==> src/rtl/mbam_pkg.sv <==
// Package for the main bus address map block: payload structs, region codes
// and address constants. Used by every module of the block.
package mbam_pkg;

   typedef struct packed {
      logic       op;
      logic [20:0] address;
      logic [7:0] write_data;
      logic [7:0] player1_port;
      logic [7:0] player2_port;
      logic [7:0] system_port;
   } req_type;

   typedef struct packed {
      logic [7:0]  read_data;
      logic        rom_select;
      logic        palette_valid;
      logic [9:0]  palette_index;
      logic [23:0] palette_rgb;
      logic        sound_nmi;
      logic [7:0]  sound_code;
      logic        sprite_copy;
      logic        ctrl_valid;
      logic [1:0]  ctrl_target;
      logic [1:0]  ctrl_position;
      logic [15:0] ctrl_word;
   } rsp_type;

   typedef enum logic [3:0] {
      RG_NONE, RG_ROM, RG_CTRL, RG_FRONT, RG_TEXT, RG_SPRITE, RG_COPY,
      RG_PAL, RG_LATCH, RG_RAM, RG_P1, RG_P2, RG_DIPA, RG_DIPB, RG_SYS
   } region_type;

   // classified access handed from front to back
   typedef struct packed {
      logic       op;
      region_type region;
      logic [20:0] address;
      logic [7:0] write_data;
      logic [7:0] port_data;
   } cmd_type;

   localparam logic [20:0] ROM_TOP   = 21'h02ffff;
   localparam logic [20:0] FRONT_LO  = 21'h062000;
   localparam logic [20:0] FRONT_HI  = 21'h063fff;
   localparam logic [20:0] TEXT_LO   = 21'h072000;
   localparam logic [20:0] TEXT_HI   = 21'h0727ff;
   localparam logic [20:0] SPR_LO    = 21'h100000;
   localparam logic [20:0] SPR_HI    = 21'h1007ff;
   localparam logic [20:0] COPY_ADR  = 21'h110000;
   localparam logic [20:0] PAL_LO    = 21'h120000;
   localparam logic [20:0] PAL_HI    = 21'h1205ff;
   localparam logic [20:0] PORT_ADR  = 21'h130000;
   localparam logic [20:0] SYS_ADR   = 21'h140000;
   localparam logic [20:0] LATCH_ADR = 21'h150000;
   localparam logic [20:0] RAM_LO    = 21'h1f0000;

   localparam logic CSR_DIPA = 1'b0;
   localparam logic CSR_DIPB = 1'b1;

endpackage

==> src/rtl/mbam_front.sv <==
// Front end: accepts bus accesses, decodes the address into a region code.
// Depends on mbam_pkg.
module mbam_front import mbam_pkg::*; #(
   parameter int RAM_BYTES    = 16384,
   parameter int LAYER1_WORDS = 4096,
   parameter int LAYER2_WORDS = 1024
) (
   input  logic    clock,
   input  logic    reset,
   input  logic    req_valid,
   output logic    req_stall,
   input  req_type req_data,
   output logic    cmd_valid,
   input  logic    cmd_stall,
   output cmd_type cmd_data
);
   logic    valid_ff, valid_in;
   cmd_type cmd_ff, cmd_in;
   logic [20:0] a;
   logic [20:0] ram_off;
   logic [12:0] fk;
   logic [10:0] tk;
   logic ctrl_hit;

   assign a = req_data.address;
   assign ram_off = a - RAM_LO;
   assign fk = {1'b0, a[12:1]};
   assign tk = {1'b0, a[10:1]};
   assign ctrl_hit = (a[20:5] == 16'h3000 || a[20:5] == 16'h3800) &&
                     (a[4] || !a[3]);

   // region decode
   always_comb begin
      cmd_in.op         = req_data.op;
      cmd_in.address    = a;
      cmd_in.write_data = req_data.write_data;
      cmd_in.port_data  = 8'h00;
      cmd_in.region     = RG_NONE;
      if (!req_data.op && a <= ROM_TOP) cmd_in.region = RG_ROM;
      else if (req_data.op && ctrl_hit) cmd_in.region = RG_CTRL;
      else if (a >= FRONT_LO && a <= FRONT_HI) begin
         if (32'(fk) < LAYER1_WORDS) cmd_in.region = RG_FRONT;
      end else if (a >= TEXT_LO && a <= TEXT_HI) begin
         if (32'(tk) < LAYER2_WORDS) cmd_in.region = RG_TEXT;
      end else if (a >= SPR_LO && a <= SPR_HI) cmd_in.region = RG_SPRITE;
      else if (req_data.op && a == COPY_ADR) cmd_in.region = RG_COPY;
      else if (a >= PAL_LO && a <= PAL_HI) cmd_in.region = RG_PAL;
      else if (!req_data.op && a == PORT_ADR) begin
         cmd_in.region = RG_P1; cmd_in.port_data = req_data.player1_port;
      end else if (!req_data.op && a == PORT_ADR + 21'd1) begin
         cmd_in.region = RG_P2; cmd_in.port_data = req_data.player2_port;
      end else if (!req_data.op && a == PORT_ADR + 21'd2) cmd_in.region = RG_DIPA;
      else if (!req_data.op && a == PORT_ADR + 21'd3) cmd_in.region = RG_DIPB;
      else if (!req_data.op && a == SYS_ADR) begin
         cmd_in.region = RG_SYS; cmd_in.port_data = req_data.system_port;
      end else if (req_data.op && a == LATCH_ADR) cmd_in.region = RG_LATCH;
      else if (a >= RAM_LO && 32'(ram_off) < RAM_BYTES) cmd_in.region = RG_RAM;
   end

   // one-entry queue toward the back end
   assign req_stall = valid_ff && cmd_stall;
   assign valid_in  = req_valid || (valid_ff && cmd_stall);

   always_ff @(posedge clock) begin
      if (reset) valid_ff <= 1'b0;
      else valid_ff <= valid_in;
      if (!req_stall) cmd_ff <= cmd_in;
   end

   assign cmd_valid = valid_ff;
   assign cmd_data  = cmd_ff;
endmodule

==> config.mk <==
export PLATFORM = sky130hd
export DESIGN_NAME = mbam_front
export DESIGN_NICKNAME = d
export VERILOG_FILES = /design/src/rtl/mbam_pkg.sv /design/src/rtl/mbam_front.sv
export SDC_FILE = /design/constraint.sdc
export NUM_CORES = 1
export LEC_CHECK = 0
export BUFFER_PORTS_ARGS = -buffer_cell sky130_fd_sc_hd__buf_2
export CAP_MARGIN = 20
export CORE_ASPECT_RATIO = 0.7
export CORE_MARGIN = 3
export CORE_UTILIZATION = 50
export DETAILED_ROUTE_END_ITERATION = 6
export PLACE_DENSITY = 0.86
export REMOVE_ABC_BUFFERS = 1
export SYNTH_ARGS = -nofsm -noshare
export SYNTH_HDL_FRONTEND = slang
export SYNTH_SLANG_ARGS = --single-unit
==> constraint.sdc <==
create_clock -name clock -period 3.2 [get_ports clock]
set_input_delay 0.16 -clock clock [delete_from_list [all_inputs] [get_ports clock]]
set_output_delay 0.16 -clock clock [all_outputs]
set_load 0.1 [all_outputs]
==> run_summary.xml <==
<?xml version="1.0" encoding="UTF-8"?>
<metrics>
  <group name="global_route">
    <metric name="number_of_global_route_vias_before_repair" unit="">1734</metric>
    <metric name="grt_max_degree" unit="">44</metric>
    <metric name="grt_pass1_wl" unit="um">8350</metric>
    <metric name="grt_usage" unit="%">21.0</metric>
    <metric name="antenna_found_initial" unit="">0</metric>
    <metric name="grt_overflow" unit="">0</metric>
  </group>
  <group name="floorplanning">
    <metric name="num_rows" unit="">19</metric>
    <metric name="die-height" unit="um">60.9</metric>
    <metric name="initial_core_util" unit="%">53.5</metric>
    <metric name="floorplan.io_pins" unit="">102</metric>
    <metric name="die_w" unit="um">84.4</metric>
    <metric name="die_area" unit="sq mm">0.00514</metric>
    <metric name="core_area" unit="sq mm">0.00402</metric>
  </group>
  <group name="clock_network">
    <metric name="clkLatencyLatePin" unit="ps">300</metric>
    <metric name="cts_buffer_depth" unit="">2</metric>
    <metric name="post_cts.resized_instances" unit="">0</metric>
    <metric name="h-tree-depth" unit="">2</metric>
    <metric name="reg_clk_slew_reported_paths" unit="ps">80</metric>
    <metric name="hold_buffers" unit="">0</metric>
    <metric name="cts_buffers" unit="">5</metric>
    <metric name="cts.sink_count" unit="">43</metric>
    <metric name="cts.repair_timing.setup_buffer_count" unit="">0</metric>
    <metric name="ctsRootBufferMaster" unit="">sky130_fd_sc_hd__clkbuf_8</metric>
    <metric name="tritoncts" unit="">built</metric>
  </group>
  <group name="worst_setup_path">
    <metric name="path_class" unit="">in -&gt; reg</metric>
    <metric name="critical_path_peak_fanout" unit="">10</metric>
    <metric name="timing.critical_path.slowest_cell_delay" unit="ps">700</metric>
    <metric name="critPathLaunchType" unit="">input port</metric>
    <metric name="critical_path.cell_chain" unit="">buf_2, nor4_1, nand4_2, nor4_4, a22oi_1, nor4_2</metric>
    <metric name="worstSetupEndpointType" unit="">flip-flop</metric>
    <metric name="crit_path_top_delay_cell" unit="">sky130_fd_sc_hd__nor4_1</metric>
    <metric name="critical_path_required" unit="ps">3330</metric>
    <metric name="cp.arrival" unit="ps">2370</metric>
  </group>
  <group name="placed_design">
    <metric name="dp.cells" unit="">321</metric>
    <metric name="io_buffers" unit="">101</metric>
    <metric name="dpl-instance-area" unit="sq mm">0.00271</metric>
    <metric name="post-dp-hpwl" unit="um">4000</metric>
    <metric name="place.gp.congestion" unit="">0.897</metric>
  </group>
  <group name="sta">
    <metric name="final-hold-violation-count" unit="">0</metric>
    <metric name="period_share" unit="%">70.1</metric>
    <metric name="whs" unit="ps">22.9</metric>
    <metric name="fin_skew" unit="ps">1.75</metric>
    <metric name="setup_violations" unit="">0</metric>
    <metric name="setup-tns-final" unit="ps">0</metric>
    <metric name="tightestPinTransition" unit="ps">963</metric>
    <metric name="rsz_0062_raised_after_global_routing" unit="">no</metric>
    <metric name="fmaxAchievable" unit="GHz">0.446</metric>
    <metric name="timing.final.max_slew_violations" unit="">0</metric>
    <metric name="relSlewSlack" unit="%">35.6</metric>
    <metric name="fin_crit" unit="ps">2240</metric>
  </group>
  <group name="drt">
    <metric name="vias_per_cell" unit="">5.88</metric>
    <metric name="drt.antenna.violating_nets" unit="">0</metric>
    <metric name="route.vias.total" unit="">1933</metric>
    <metric name="detailedRoute.firstPassIterationCount" unit="">5</metric>
    <metric name="detail_route.wirelength" unit="um">5460</metric>
    <metric name="route.detailed.wl_per_inst" unit="um">16.6</metric>
    <metric name="route.detailed.drc" unit="">0</metric>
    <metric name="drt_iter0_drcs" unit="">187</metric>
  </group>
  <group name="synth">
    <metric name="synth_commonest_cells" unit="">42 x sky130_fd_sc_hd__edfxtp_1, 12 x sky130_fd_sc_hd__nor2_1, 11 x sky130_fd_sc_hd__nor3_1</metric>
    <metric name="synth_cell_types" unit="">41</metric>
    <metric name="post-synth-top-area-fraction" unit="%">58.6</metric>
    <metric name="synth.most_common_cell" unit="">sky130_fd_sc_hd__edfxtp_1</metric>
    <metric name="synth_edf_count" unit="">42</metric>
    <metric name="syn_area" unit="sq mm">0.00215</metric>
    <metric name="synth_top_cells_by_area" unit="">sky130_fd_sc_hd__edfxtp_1 59%, sky130_fd_sc_hd__a22oi_1 3.1%, sky130_fd_sc_hd__mux2_2 3.1%</metric>
    <metric name="top_flip_flop_cell_by_instance_count_after_synthesis" unit="">sky130_fd_sc_hd__edfxtp_1</metric>
    <metric name="synthArstFlopShare" unit="%">0</metric>
    <metric name="syn-mean-instance-area" unit="sq um">12.7</metric>
    <metric name="post-synth-top-area-cell" unit="">sky130_fd_sc_hd__edfxtp_1</metric>
    <metric name="synth_seq_cells" unit="">43</metric>
    <metric name="yosys_warnings" unit="">0</metric>
    <metric name="synth-seq-area-share" unit="%">59.6</metric>
    <metric name="post_synth_inst_count" unit="">170</metric>
  </group>
  <group name="pwr">
    <metric name="total_power" unit="W">0.00139</metric>
    <metric name="static-leakage-power" unit="nW">1.19</metric>
    <metric name="peakVddDrop" unit="V">0.000325</metric>
    <metric name="sequentialPowerShare" unit="%">47.6</metric>
    <metric name="p_switching" unit="W">0.000522</metric>
    <metric name="fraction_of_power_spent_switching_nets" unit="%">37.4</metric>
    <metric name="cell_internal_power" unit="W">0.000873</metric>
    <metric name="clock_power_share" unit="%">23.8</metric>
    <metric name="comb_power_share" unit="%">28.6</metric>
    <metric name="p_per_area" unit="mW/mm^2">498</metric>
  </group>
  <group name="min_path">
    <metric name="hold_path.class" unit="">in -&gt; reg</metric>
  </group>
  <group name="finish">
    <metric name="finalNetCount" unit="">338</metric>
    <metric name="nFillCells" unit="">312</metric>
    <metric name="finish.cell_count_without_fillers" unit="">329</metric>
    <metric name="insertedDiodeCount" unit="">0</metric>
    <metric name="layout-area-overhead-vs-synth" unit="%">30.1</metric>
    <metric name="final_area" unit="sq mm">0.00280</metric>
    <metric name="share_of_cells_above_drive_strength_1" unit="%">45.5</metric>
  </group>
  <group name="status">
    <metric name="run_status" unit="">completed</metric>
  </group>
  <group name="flow_run">
    <metric name="maxCapViolations" unit="">0</metric>
  </group>
</metrics>
## sequential cells by signal, indices dropped and copies added, names as in the netlist
name / count
cmd_data: 42
cmd_valid: 1
## layer usage
metal	global-route usage (%)	up-vias	wire [um]	share of wire, %
met2	31.9	129	2360	43
met1	28.7	883	2270	42
met4	7.67	0	109	2.0
li1	-	904	-	-
met5	0	-	0	0
met3	6.65	17	721	13
## cells by family (layout without fill, tap and decap cells)
kind of cell	count (synthesis)	in the layout	share of synthesized area [%]
muxes	7	7	3.61
buffers and inverters	11	118	2.27
AOI/OAI and AO/OA	26	26	8.61
DFF	43	43	59.6
and+or+nand+nor	79	79	23.6
adders and majority gates	4	4	2.33
## cells in the final DEF, fill, tap and decap left out, types with 2 or more instances in the layout
| master | synthesis | layout |
|---|---|---|
| sky130_fd_sc_hd__buf_2 | 0 | 101 |
| sky130_fd_sc_hd__clkbuf_8 | 0 | 5 |
| sky130_fd_sc_hd__and4_1 | 2 | 2 |
| sky130_fd_sc_hd__nand2b_1 | 4 | 4 |
| sky130_fd_sc_hd__nand3_1 | 2 | 2 |
| sky130_fd_sc_hd__edfxtp_1 | 42 | 42 |
| sky130_fd_sc_hd__nand4_1 | 8 | 8 |
| sky130_fd_sc_hd__nor3b_1 | 2 | 2 |
| sky130_fd_sc_hd__a22oi_1 | 9 | 9 |
| sky130_fd_sc_hd__o31ai_1 | 2 | 2 |
| sky130_fd_sc_hd__nor4_1 | 7 | 7 |
| sky130_fd_sc_hd__nor4_2 | 4 | 4 |
| sky130_fd_sc_hd__or4_1 | 7 | 7 |
| sky130_fd_sc_hd__nor3_1 | 11 | 11 |
| sky130_fd_sc_hd__inv_1 | 8 | 8 |
| sky130_fd_sc_hd__nand2_1 | 8 | 7 |
| sky130_fd_sc_hd__ha_1 | 4 | 4 |
| sky130_fd_sc_hd__or3_1 | 2 | 2 |
| sky130_fd_sc_hd__nor2_1 | 12 | 12 |
| sky130_fd_sc_hd__a21oi_1 | 4 | 4 |
| sky130_fd_sc_hd__mux2_2 | 6 | 6 |
| sky130_fd_sc_hd__o21ai_0 | 3 | 3 |
| sky130_fd_sc_hd__nor4b_1 | 2 | 2 |
## power by group through the flow
stage                     combinational, W  clock (W)  sequential [W]
after floorplan                  0.0000447          0        0.000936
after global placement            0.000395          0        0.000676
after detailed placement          0.000397          0        0.000677
after CTS                         0.000398   0.000335        0.000665
after global routing              0.000412   0.000361        0.000668
final                             0.000398   0.000332        0.000664
## layout make-up
type	count	area [sq um]	area share [%]
Sequential cell	43	1280	45.8
Multi-Input combinational cell	116	823	29.4
Timing Repair Buffer	102	513	18.3
Clock buffer	6	72.6	2.59
Tap cell	52	65.1	2.33
Inverter	8	30.0	1.07
Clock inverter	2	12.5	0.447
## stage by stage
| step | setup slack, ps | utilization [%] |
|---|---|---|
| 6_report | 958 | 69.6 |
| 5_1_grt | 719 | 69.6 |
| 4_1_cts | 1010 | 69.6 |
| 3_5_place_dp | 706 | 67.5 |
| 3_3_place_gp | 800 | 67.5 |
| 2_1_floorplan | 28.1 | - |
## worst max-delay path: cells and delay by family
family / cells / cell delay, ps
AND/OR/NAND/NOR: 4 / 1890
AO/OA/AOI/OAI: 1 / 190
buffers and inverters: 1 / 120
## final timing paths
kind,slack (ps),from,cells after the start,to
setup reg to reg,1760,cmd_valid,4,cmd_valid
hold reg to reg,1260,cmd_valid,1,cmd_data[11]
hold / removal,20,reset,2,cmd_valid
setup / recovery,960,req_data[37],6,cmd_data[0]
No activity file was read; power rests on OpenSTA's default activity.
